**src/hdl/lbct_pkg.sv**
```systemverilog
// Package of shared types and constants for the block cache tag unit.
`default_nettype none

package lbct_pkg;

  localparam int unsigned AddrW     = 24;
  localparam int unsigned VolW      = 8;
  localparam int unsigned EntryOutW = 6;
  localparam int unsigned InBlkW    = 12;

  typedef struct packed {
    logic [VolW-1:0]  volume_id;
    logic [AddrW-1:0] byte_offset;
    logic             fill_ok;
  } req_t;

  typedef struct packed {
    logic                 hit;
    logic [EntryOutW-1:0] entry_index;
    logic                 entry_valid;
    logic                 evicted;
    logic [VolW-1:0]      evicted_volume;
    logic [AddrW-1:0]     evicted_block;
    logic [AddrW-1:0]     block_start;
    logic [InBlkW-1:0]    offset_in_block;
  } rsp_t;

  typedef struct packed {
    logic             valid;
    logic [VolW-1:0]  volume;
    logic [AddrW-1:0] block;
  } tag_t;

  typedef struct packed {
    logic init_wr;
    logic accept;
    logic prep;
    logic scan;
    logic vic_rd;
    logic vic_wr;
    logic link_rd;
    logic unhook;
    logic append;
    logic load_out;
  } cmd_t;

  typedef struct packed {
    logic init_last;
    logic scan_hit;
    logic scan_end;
    logic fill;
    logic idx_is_tail;
    logic out_free;
  } sts_t;

endpackage

`default_nettype wire

```
**src/hdl/lru_block_cache_tags_unit.sv**
```systemverilog
// Top level of the block cache tag unit: fully associative lookup with LRU replacement.
//
//   channel   direction  handshake               payload
//   in        input      in_valid_i/in_ready_o    in_data_i   (req_t)
//   out       output     out_valid_o/out_ready_i  out_data_o  (rsp_t)
//   cfg       input      cfg_we_i                 cfg_wdata_i (block base)
//
// The tag scan is sequential, one stored entry read per cycle: a hit ends it
// at the matching entry, while a miss reads every entry before the victim,
// the LRU head, is read and rewritten.
// After reset a clearing pass writes every entry of the tag and link stores;
// no request is taken during it, register writes are.
// The result register holds a finished result while the next request is
// taken; a stalled output holds the engine only at its final step.
`default_nettype none

module lru_block_cache_tags_unit
  import lbct_pkg::*;
#(
  parameter int unsigned ENTRIES     = 64,
  parameter int unsigned BLOCK_BYTES = 4096
) (
  input  wire              clk_i,
  input  wire              rst_ni,
  input  wire              cfg_we_i,
  input  wire  [AddrW-1:0] cfg_wdata_i,
  input  wire              in_valid_i,
  output logic             in_ready_o,
  input  req_t             in_data_i,
  output logic             out_valid_o,
  input  wire              out_ready_i,
  output rsp_t             out_data_o
);

  cmd_t cmd;
  sts_t sts;

  lbct_ctrl u_ctrl (
    .clk_i      (clk_i),
    .rst_ni     (rst_ni),
    .in_valid_i (in_valid_i),
    .in_ready_o (in_ready_o),
    .sts_i      (sts),
    .cmd_o      (cmd)
  );

  lbct_datapath #(
    .ENTRIES     (ENTRIES),
    .BLOCK_BYTES (BLOCK_BYTES)
  ) u_datapath (
    .clk_i       (clk_i),
    .rst_ni      (rst_ni),
    .cfg_we_i    (cfg_we_i),
    .cfg_wdata_i (cfg_wdata_i),
    .in_data_i   (in_data_i),
    .cmd_i       (cmd),
    .sts_o       (sts),
    .out_valid_o (out_valid_o),
    .out_ready_i (out_ready_i),
    .out_data_o  (out_data_o)
  );

endmodule

`default_nettype wire

```
**src/hdl/lbct_ctrl.sv**
```systemverilog
// Sequencing state machine of the block cache tag unit.
`default_nettype none

module lbct_ctrl
  import lbct_pkg::*;
(
  input  wire  clk_i,
  input  wire  rst_ni,
  input  wire  in_valid_i,
  output logic in_ready_o,
  input  sts_t sts_i,
  output cmd_t cmd_o
);

  typedef enum logic [9:0] {
    StInit   = 10'b0000000001,
    StIdle   = 10'b0000000010,
    StPrep   = 10'b0000000100,
    StScan   = 10'b0000001000,
    StVicRd  = 10'b0000010000,
    StVicWr  = 10'b0000100000,
    StLinkRd = 10'b0001000000,
    StUnhook = 10'b0010000000,
    StAppend = 10'b0100000000,
    StFinish = 10'b1000000000
  } state_e;

  state_e state_q, state_d;

  always_comb begin
    state_d    = state_q;
    cmd_o      = '0;
    in_ready_o = 1'b0;
    unique case (state_q)
      StInit: begin
        cmd_o.init_wr = 1'b1;
        if (sts_i.init_last) begin
          state_d = StIdle;
        end
      end
      StIdle: begin
        in_ready_o = 1'b1;
        if (in_valid_i) begin
          cmd_o.accept = 1'b1;
          state_d      = StPrep;
        end
      end
      StPrep: begin
        cmd_o.prep = 1'b1;
        state_d    = StScan;
      end
      StScan: begin
        cmd_o.scan = 1'b1;
        if (sts_i.scan_hit) begin
          state_d = StLinkRd;
        end else if (sts_i.scan_end) begin
          state_d = StVicRd;
        end
      end
      StVicRd: begin
        cmd_o.vic_rd = 1'b1;
        state_d      = StVicWr;
      end
      StVicWr: begin
        cmd_o.vic_wr = 1'b1;
        state_d      = sts_i.fill ? StLinkRd : StFinish;
      end
      StLinkRd: begin
        cmd_o.link_rd = 1'b1;
        state_d       = sts_i.idx_is_tail ? StFinish : StUnhook;
      end
      StUnhook: begin
        cmd_o.unhook = 1'b1;
        state_d      = StAppend;
      end
      StAppend: begin
        cmd_o.append = 1'b1;
        state_d      = StFinish;
      end
      StFinish: begin
        if (sts_i.out_free) begin
          cmd_o.load_out = 1'b1;
          state_d        = StIdle;
        end
      end
      default: begin
        state_d = StInit;
      end
    endcase
  end

  always_ff @(posedge clk_i or negedge rst_ni) begin
    if (!rst_ni) begin
      state_q <= StInit;
    end else begin
      state_q <= state_d;
    end
  end

  a_accept_to_prep: assert property (@(posedge clk_i) disable iff (!rst_ni)
    in_valid_i && in_ready_o |=> state_q == StPrep)
    else $error("transfer accepted without entering preparation");

  a_append_after_unhook: assert property (@(posedge clk_i) disable iff (!rst_ni)
    state_q == StAppend |-> $past(state_q) == StUnhook)
    else $error("append without unhook");

  a_vic_wr_after_rd: assert property (@(posedge clk_i) disable iff (!rst_ni)
    cmd_o.vic_wr |-> $past(cmd_o.vic_rd))
    else $error("victim write without victim read");

endmodule

`default_nettype wire

```
**src/hdl/lbct_datapath.sv**
```systemverilog
// Tag store, LRU link stores and result register of the block cache tag unit.
`default_nettype none

module lbct_datapath
  import lbct_pkg::*;
#(
  parameter int unsigned ENTRIES     = 64,
  parameter int unsigned BLOCK_BYTES = 4096
) (
  input  wire              clk_i,
  input  wire              rst_ni,
  input  wire              cfg_we_i,
  input  wire  [AddrW-1:0] cfg_wdata_i,
  input  req_t             in_data_i,
  input  cmd_t             cmd_i,
  output sts_t             sts_o,
  output logic             out_valid_o,
  input  wire              out_ready_i,
  output rsp_t             out_data_o
);

  localparam int unsigned IdxW = $clog2(ENTRIES);
  localparam int unsigned CntW = IdxW + 1;
  localparam logic [IdxW-1:0]  IdxLast = IdxW'(ENTRIES - 1);
  localparam logic [CntW-1:0]  CntEnd  = CntW'(ENTRIES);
  localparam logic [AddrW-1:0] OffMask = AddrW'(BLOCK_BYTES - 1);

  tag_t            tag_mem   [ENTRIES];
  logic [IdxW-1:0] older_mem [ENTRIES];
  logic [IdxW-1:0] newer_mem [ENTRIES];

  logic [AddrW-1:0] base_q;
  logic [VolW-1:0]  vol_q;
  logic [AddrW-1:0] dist_q;
  logic             fill_q;
  logic [AddrW-1:0] block_q;
  logic [InBlkW-1:0] inblk_q;
  logic [CntW-1:0]  scan_cnt_q;
  logic             rd_pend_q;
  logic [IdxW-1:0]  rd_idx_q;
  tag_t             tag_rd_q;
  logic [IdxW-1:0]  older_rd_q, newer_rd_q;
  logic [IdxW-1:0]  idx_q, head_q, tail_q, init_cnt_q;
  logic             hit_q, ev_q;
  logic [VolW-1:0]  ev_vol_q;
  logic [AddrW-1:0] ev_blk_q;
  rsp_t             out_q;
  logic             out_valid_q;

  logic             match, scan_issue, unhook_mid;
  logic             tag_we, tag_re;
  logic [IdxW-1:0]  tag_waddr, tag_raddr;
  tag_t             tag_wdata;
  logic             older_we, newer_we;
  logic [IdxW-1:0]  older_waddr, older_wdata, newer_waddr, newer_wdata;

  always_comb begin
    match = rd_pend_q && tag_rd_q.valid && (tag_rd_q.volume == vol_q)
            && (tag_rd_q.block == block_q);
    scan_issue = cmd_i.scan && (scan_cnt_q != CntEnd);
    unhook_mid = cmd_i.unhook && (idx_q != head_q);

    tag_we    = cmd_i.init_wr || cmd_i.vic_wr;
    tag_waddr = cmd_i.init_wr ? init_cnt_q : idx_q;
    tag_wdata = cmd_i.init_wr ? tag_t'('0)
                              : tag_t'{valid: fill_q, volume: vol_q, block: block_q};
    tag_re    = scan_issue || cmd_i.vic_rd;
    tag_raddr = cmd_i.vic_rd ? head_q : scan_cnt_q[IdxW-1:0];

    older_we = cmd_i.init_wr || unhook_mid || cmd_i.append;
    newer_we = older_we;
    if (cmd_i.init_wr) begin
      older_waddr = init_cnt_q;
      older_wdata = (init_cnt_q == '0) ? IdxLast : init_cnt_q - IdxW'(1);
      newer_waddr = init_cnt_q;
      newer_wdata = (init_cnt_q == IdxLast) ? '0 : init_cnt_q + IdxW'(1);
    end else if (cmd_i.unhook) begin
      older_waddr = newer_rd_q;
      older_wdata = older_rd_q;
      newer_waddr = older_rd_q;
      newer_wdata = newer_rd_q;
    end else begin
      older_waddr = idx_q;
      older_wdata = tail_q;
      newer_waddr = tail_q;
      newer_wdata = idx_q;
    end

    sts_o.init_last   = (init_cnt_q == IdxLast);
    sts_o.scan_hit    = match;
    sts_o.scan_end    = rd_pend_q && !match && (rd_idx_q == IdxLast);
    sts_o.fill        = fill_q;
    sts_o.idx_is_tail = (idx_q == tail_q);
    sts_o.out_free    = !out_valid_q || out_ready_i;
  end

  always_ff @(posedge clk_i) begin
    if (tag_we) begin
      tag_mem[tag_waddr] <= tag_wdata;
    end
    if (tag_re) begin
      tag_rd_q <= tag_mem[tag_raddr];
    end
  end

  always_ff @(posedge clk_i) begin
    if (older_we) begin
      older_mem[older_waddr] <= older_wdata;
    end
    if (newer_we) begin
      newer_mem[newer_waddr] <= newer_wdata;
    end
    if (cmd_i.link_rd) begin
      older_rd_q <= older_mem[idx_q];
      newer_rd_q <= newer_mem[idx_q];
    end
  end

  always_ff @(posedge clk_i or negedge rst_ni) begin
    if (!rst_ni) begin
      base_q      <= '0;
      init_cnt_q  <= '0;
      head_q      <= '0;
      tail_q      <= IdxLast;
      rd_pend_q   <= 1'b0;
      out_valid_q <= 1'b0;
    end else begin
      if (cfg_we_i) begin
        base_q <= cfg_wdata_i;
      end
      if (cmd_i.init_wr) begin
        init_cnt_q <= init_cnt_q + IdxW'(1);
      end
      if (cmd_i.unhook && (idx_q == head_q)) begin
        head_q <= newer_rd_q;
      end
      if (cmd_i.append) begin
        tail_q <= idx_q;
      end
      rd_pend_q <= scan_issue;
      if (cmd_i.load_out) begin
        out_valid_q <= 1'b1;
      end else if (out_ready_i) begin
        out_valid_q <= 1'b0;
      end
    end
  end

  always_ff @(posedge clk_i) begin
    if (cmd_i.accept) begin
      vol_q  <= in_data_i.volume_id;
      dist_q <= in_data_i.byte_offset - base_q;
      fill_q <= in_data_i.fill_ok;
    end
    if (cmd_i.prep) begin
      block_q    <= (dist_q & ~OffMask) + base_q;
      inblk_q    <= InBlkW'(dist_q & OffMask);
      scan_cnt_q <= '0;
      hit_q      <= 1'b0;
      ev_q       <= 1'b0;
      ev_vol_q   <= '0;
      ev_blk_q   <= '0;
    end
    if (scan_issue) begin
      scan_cnt_q <= scan_cnt_q + CntW'(1);
      rd_idx_q   <= scan_cnt_q[IdxW-1:0];
    end
    if (cmd_i.scan && match) begin
      hit_q <= 1'b1;
      idx_q <= rd_idx_q;
    end
    if (cmd_i.vic_rd) begin
      idx_q <= head_q;
    end
    if (cmd_i.vic_wr) begin
      ev_q     <= tag_rd_q.valid;
      ev_vol_q <= tag_rd_q.valid ? tag_rd_q.volume : '0;
      ev_blk_q <= tag_rd_q.valid ? tag_rd_q.block : '0;
    end
    if (cmd_i.load_out) begin
      out_q <= '{hit:             hit_q,
                 entry_index:     EntryOutW'(idx_q),
                 entry_valid:     hit_q || fill_q,
                 evicted:         ev_q,
                 evicted_volume:  ev_vol_q,
                 evicted_block:   ev_blk_q,
                 block_start:     block_q,
                 offset_in_block: inblk_q};
    end
  end

  assign out_valid_o = out_valid_q;
  assign out_data_o  = out_q;

  a_load_when_free: assert property (@(posedge clk_i) disable iff (!rst_ni)
    cmd_i.load_out |-> (!out_valid_q || out_ready_i))
    else $error("result register overwritten before transfer");

  a_head_not_tail: assert property (@(posedge clk_i) disable iff (!rst_ni)
    head_q != tail_q)
    else $error("LRU head and MRU tail coincide");

  a_vic_only_on_miss: assert property (@(posedge clk_i) disable iff (!rst_ni)
    cmd_i.vic_wr |-> !hit_q)
    else $error("victim written on a hit");

  a_append_not_tail: assert property (@(posedge clk_i) disable iff (!rst_ni)
    cmd_i.append |-> idx_q != tail_q)
    else $error("tail entry appended to itself");

endmodule

`default_nettype wire

```
**config.mk**
```make
export PLATFORM = sky130hd
export DESIGN_NAME = lru_block_cache_tags_unit
export DESIGN_NICKNAME = d
export VERILOG_FILES = /design/src/hdl/lbct_pkg.sv /design/src/hdl/lru_block_cache_tags_unit.sv /design/src/hdl/lbct_ctrl.sv /design/src/hdl/lbct_datapath.sv
export SDC_FILE = /design/constraint.sdc
export NUM_CORES = 2
export LEC_CHECK = 0
export BUFFER_PORTS_ARGS = -buffer_cell sky130_fd_sc_hd__buf_2
export CAP_MARGIN = 20
export CELL_PAD_IN_SITES_DETAIL_PLACEMENT = 1
export CELL_PAD_IN_SITES_GLOBAL_PLACEMENT = 2
export CORE_UTILIZATION = 49
export CTS_BUF_LIST = sky130_fd_sc_hd__clkbuf_4 sky130_fd_sc_hd__clkbuf_8
export CTS_CLUSTER_DIAMETER = 50
export CTS_CLUSTER_SIZE = 14
export DETAILED_ROUTE_END_ITERATION = 7
export PLACE_DENSITY_LB_ADDON = 0.2
export SLEW_MARGIN = 20
export SYNTH_ARGS = -nofsm -noshare
export SYNTH_HDL_FRONTEND = slang
export SYNTH_SLANG_ARGS = --single-unit
export TNS_END_PERCENT = 30
```
**constraint.sdc**
```tcl
create_clock -name clk_i -period 7.3 [get_ports clk_i]
set_input_delay 0.365 -clock clk_i [delete_from_list [all_inputs] [get_ports clk_i]]
set_output_delay 0.365 -clock clk_i [all_outputs]
set_load 0.02 [all_outputs]
```
======== Word-level counts from Yosys, hierarchy flattened ========
Memory sizes are Yosys's and may differ from the RTL's. A register that Yosys moved wholly into a read port is not among the register bits.
Index checks and enable logic that the tools add are counted.
word-level totals
  bits in latches ......................... 0
  ROM bits ................................ 0
  output and inout port bits .............. 79
  input bits .............................. 62
  memories ................................ 3
  register bits after elaboration ......... 253
  RAM bits ................................ 2880
memory list
  memory                words  width  read ports  clocked after memory_dff  write ports  line                 source
  u_datapath.tag_mem    64     33     1           1                         1            lbct_datapath.sv:28  tag_t tag_mem [ENTRIES];
  u_datapath.newer_mem  64     6      1           1                         1            lbct_datapath.sv:30  logic [IdxW-1:0] newer_mem [ENTRIES];
  u_datapath.older_mem  64     6      1           1                         1            lbct_datapath.sv:29  logic [IdxW-1:0] older_mem [ENTRIES];
cells by class
  shifts and indexed selects .............. 0
  reductions and logical operators ........ 23
  multipliers ............................. 0
  divide/modulo/power cells ............... 0
  multiplexer cells ....................... 50
  add/subtract/negate cells ............... 5
  equal/unequal tests ..................... 22
  order comparisons ....................... 0
  bitwise logic cells ..................... 0
operators with widths
  kind                  number
  $pmux 10 s10          1
  $mux 24               3
  $mux 6                12
  $mux 10               7
  $mux 33               1
  $add 24x24->24        1
  $eq 24x24->1          1
  $mux 8                3
  $sub 24x24->24        1
  $mux 1                21
  $mux 7                2
  $eq 6x6->1            2
  $eq 6x6->1 const B    2
  $eq 10x1->1 const B   1
  $eq 10x10->1 const B  1
  $eq 10x2->1 const B   1
  $eq 10x3->1 const B   1
  $eq 10x4->1 const B   1
  $eq 10x5->1 const B   1
  $eq 10x6->1 const B   1
  $eq 10x7->1 const B   1
  $eq 10x8->1 const B   1
  $eq 10x9->1 const B   1
  $logic_and 1x1->1     9
  other kinds (13)      24

======== Longest topological paths before layout ========
  depth in word-level cells ............... 9
  mapped depth ............................ 14
  mapped depth without buffers ............ 10

======== Modules after synthesis ========
Synthesis repeated with hierarchy kept, for this count alone.
second synthesis, totals
  cells, all modules ...................... 8964
  area total of the unflattened synthesis .. 130825.5 sq um
by module, submodules not included
  module         cells each  instances  area an instance (sq um)  seq. area each (sq um)
  lbct_datapath  8892        1          130141.1                  94908.5
  lbct_ctrl      72          1          684.4                     251.5

======== Least setup slack after synthesis ========
Ideal clock, no wire load.
  path kind ............................... reg-to-reg
  start ................................... reg u_ctrl.state_q[2]
  end ..................................... reg u_datapath.out_q, in the netlist u_datapath.out_data_o[0] (enable)
  stages on the path, launching flop included .. 4
  slack ................................... 2038 ps
  data arrival time ....................... 4740 ps
  data required time ...................... 6777 ps
  cells stage by stage .................... dfrtp_1 -> nor4_1 -> nand4_1 -> nor2b_1
RTL lines
  what                    line                  source
  start, declared         lbct_ctrl.sv:28       state_e state_q, state_d;
  start signal, assigned  lbct_ctrl.sv:94       state_q <= StInit;
  start signal, assigned  lbct_ctrl.sv:96       state_q <= state_d;
  end signal, assigned    lbct_datapath.sv:181  out_q <= '{hit: hit_q,
  end, declared           lbct_datapath.sv:47   rsp_t out_q;

======== Final worst setup path ========
  start ................................... reg u_ctrl.state_q[2]
  end ..................................... mem u_datapath.tag_mem[32][20] (netlist bit) (enable)
between the ends
  longest elaborated chain between the ends .. 5
  elaborated cells between the ends (all ways) .. 8
  those cells by class .................... eq/ne (2); mux (5); reduce/logical (1)
RTL lines
  what                                               line                 source
  $eq 10x1->1 / $eq 10x6->1 (equally long branches)  lbct_ctrl.sv:34      unique case (state_q)
  $mux 1                                             lbct_ctrl.sv:34
  $logic_or 1x1->1                                   lbct_datapath.sv:63  tag_we = cmd_i.init_wr || cmd_i.vic_wr;
  $mux 1                                             lbct_datapath.sv:98  if (tag_we) begin
  $mux 1 (not written as such)                       lbct_datapath.sv:99  tag_mem[tag_waddr] <= tag_wdata;
  end, declared                                      lbct_datapath.sv:28
Several ways; a longest one is shown, not always the timed one.

==> results.yml <==
critical_path:
  crit_required_ns: 7.96
  worst_setup_path_start_kind: "flop"
  r2r_end: "u_datapath.tag_mem[32][20]"
  cpPeakStageDelay_ns: 1.11
  slowest_stage: "nor2_4"
  worstReg2RegStart: "u_ctrl.state_q[2]"
  endpoint_kind: "flop"
  rrSetupSlack_ns: 1.71
  path_buf_inv: 1
  path_class: "reg2reg"
  crit_arrival_ns: 6.24
  path_cells: "nor4_1 -> nand4_1 -> a21oi_1 -> nand3_1 -> nor2_4 -> buf_4"
  cp_top_family: "simple AND/OR/NAND/NOR gates"
  reg2regPathDepth: 6
  worst-path-max-fanout: 26
die:
  start_util: 0.4923
  die_w_um: 512.6
  ios: 141
  die-area_sq_um: 262800
  row_count: 187
  design.core.area_sq_um: 259500
  die_y_um: 512.6
place:
  port_buffers: 140
  gp_congestion: 0.8733
  dpl_cell_area_sq_um: 133600
  post-place-ws_ns: 2.036
  dpl.hpwl_um: 249700
global_routing:
  grt.overflow.total: 0
  grt.total_usage: 0.3118
  antenna_found_initial: 41
  first_global_vias: 79910
  grt_pass1_wl_um: 588400
  grt_max_degree: 184
clock_tree:
  clk_pin_slew_ns: 0.09
  numCtsBuffers: 335
  cts_root_buffer: "clkbuf_8"
  cts_sinks: 3178
  cts_setup_buffers: 0
  cts_tree: "yes"
  clockBufferDepth: 4
  clk_latency_ns: 1.02
  h-tree-depth: 5
sta:
  finalMaxSlewViolations: 0
  fin_worst_skew_ns: 0.1142
  setup_viol: 0
  period_share: 0.7653
  worstMarginPinSlew_ns: 1.193
  rsz0062_at_grt: "no"
  min_period_ns: 5.587
  hold_viol: 0
  fin_tns_setup_ns: 0
  setup_ws_ns: 1.713
  maxSlewHeadroom: 0.1976
  fmax_mhz: 179.0
yosys:
  ys_seq_elements: 3178
  synth.area.top_cells: "edfxtp_1 (73%), mux4_2 (4.4%), nand3_1 (3.2%), o21ai_0 (1.9%), nand2_1 (1.5%)"
  synth_area_sq_um: 127800
  seq_area_frac_synth: 0.7449
  synth_edf_count: 3123
  yosys_warnings: 0
  syn_nets: 8206
  synth.top_cell.area_share: 0.7341
  synth.distinct_cells: 78
  synth_cells: 8103
  synthArstFlopShare: 0.01699
  synth.avg_cell_area_sq_um: 15.77
  yosys.area.top_type: "edfxtp_1"
  ys.flop_type: "edfxtp_1"
detailed_routing:
  drc: 0
  drtIter0Drc: 10640
  first_pass_iters: 6
  dr_total_vias: 79450
  viasPerCell: 6.611
  wl_per_cell_um: 34.59
  routed_wl_um: 415600
  ant_nets: 0
worst_hold_path:
  hold_path.class: "in2reg"
  hold_depth: 2
  whs_endpoint: "u_datapath.vol_q[3]"
  min-delay-start: "in_data_i[28]"
finish:
  final_area_sq_um: 142100
  final_nets: 8466
  syn_to_final_growth_pct: 11.24
  postLayoutCoreUtil: 0.5477
  drive_gt1_frac: 0.1708
power:
  peakVddDrop_uv: 230.5
  p_leak_nw: 41.31
  power.density_nw_per_um2: 230.8
  total_power_mw: 32.79
job:
  maxCapViolCount: 0
status:
  status: "complete, no violations"
## stage by stage
step | hold slack (ns) | cells
after floorplan | 0.06941 | 8103
after global placement | 0.4040 | 11280
after detailed placement | 0.4057 | 11310
after CTS | 0.01842 | 12000
after global routing | 0.06196 | 12000
final | 0.1122 | 12020
## worst max-delay path by stage
stage	cells after the start	start	endpoint
after CTS	6	u_ctrl.state_q[2]	u_datapath.tag_mem[32][16]
after detailed placement	6	u_ctrl.state_q[2]	u_datapath.tag_mem[32][16]
final	6	u_ctrl.state_q[2]	u_datapath.tag_mem[32][20]
after floorplan	3	u_ctrl.state_q[2]	u_datapath.out_data_o[0]
after global routing	6	u_ctrl.state_q[2]	u_datapath.tag_mem[32][16]
after global placement	9	u_ctrl.state_q[6]	u_datapath.tag_rd_q[23]
## cell families (layout without fill, tap and decap cells)
group,after synthesis,in the layout,share of synthesized area
AOI/OAI and AO/OA,1345,1345,0.07126
xor gates and xnor gates,86,86,0.005896
adders and majority gates,41,41,0.004133
buffers and inverters,671,1163,0.02155
DFF,3178,3178,0.7449
muxes,459,459,0.06093
other,0,21,0
and+or+nand+nor,2323,2323,0.09134
## flip-flops by register name, indices dropped and copies added (netlist names), 6 cells and up
| signal | cells |
|---|---|
| u_ctrl.state_q | 10 |
| u_datapath.base_q | 24 |
| u_datapath.block_q | 24 |
| u_datapath.dist_q | 24 |
| u_datapath.ev_blk_q | 24 |
| u_datapath.ev_vol_q | 8 |
| u_datapath.head_q | 6 |
| u_datapath.idx_q | 6 |
| u_datapath.inblk_q | 12 |
| u_datapath.init_cnt_q | 6 |
| u_datapath.newer_mem | 384 |
| u_datapath.newer_rd_q | 6 |
| u_datapath.older_mem | 384 |
| u_datapath.older_rd_q | 6 |
| u_datapath.out_data_o | 77 |
| u_datapath.rd_idx_q | 6 |
| u_datapath.scan_cnt_q | 7 |
| u_datapath.tag_mem | 2112 |
| u_datapath.tag_rd_q | 33 |
| u_datapath.tail_q | 6 |
| u_datapath.vol_q | 8 |
## where the power goes
group          switching [mW]  leakage [nW]  internal [mW]  total, mW
registers             0.00881          24.2           19.7       19.7
clock network            6.81          3.61           5.91       12.7
logic                   0.172          13.6          0.168      0.340
total                    7.00          41.3           25.8       32.8
## layout make-up
class	count	area (sq um)
fill	23920	117400
sequential	3178	95160
multi-input combinational	4254	30760
clock buffer	382	4989
timing repair buffer	529	4458
tap	3402	4257
clock inverter	187	2188
inverter	65	244.0
antenna	21	52.55
## synth_stat cells (15+ instances only)
master and number:
ha_1 39, a2111oi_0 68, and2_1 70, edfxtp_1 3123
buf_2 136, nand3_1 807, nor2b_1 24, a31o_2 49
mux2_2 29, nand4_1 124, mux4_2 252, nor2_1 251
a221oi_1 16, a21oi_1 69, and3_1 267, a311oi_1 18
clkbuf_1 378, inv_1 65, nor3_1 29, o21ai_0 475
xnor2_1 42, dfrtp_1 47, a31oi_1 158, xor2_1 44
a21o_1 15, nor4_1 95, nand2b_1 74, a32oi_1 143
nand2_1 525, o211ai_1 25, buf_4 17, a2111o_1 17
mux2i_1 178, a211oi_1 205, buf_1 75
## what timing repair did
action                                  in CTS  in global routing
hold endpoints to repair                   111                  0
hold buffers                               121                  0
endpoints found under the setup margin       0                  0
resized for setup                            0                  0
## layer usage
| layer | vias to the layer above | global-route usage | part of all wire |
|---|---|---|---|
| met5 | - | 0 | 0.00026 |
| met4 | 18 | 0.09461 | 0.031 |
| met3 | 626 | 0.06644 | 0.10 |
| met2 | 4029 | 0.4733 | 0.45 |
| met1 | 42040 | 0.4533 | 0.41 |
| li1 | 32740 | - | - |
## worst reg2reg max path, cell delays in order (launching register included)
cell and delay, ns:
dfrtp_1 0.43, nor4_1 0.87, nand4_1 0.70, a21oi_1 0.80
nand3_1 0.97, nor2_4 1.13, buf_4 0.34
## placed cells by master (no fill, tap or decap), types with 178 or more instances in the layout
| cell | n |
|---|---|
| o21ai_0 | 473 |
| nor2_1 | 184 |
| mux4_2 | 252 |
| mux2i_1 | 178 |
| nand2_1 | 522 |
| nand3_1 | 807 |
| buf_4 | 221 |
| edfxtp_1 | 3123 |
| and3_1 | 267 |
| a211oi_1 | 203 |
| clkbuf_8 | 339 |
(Power assumes the default switching activity.)
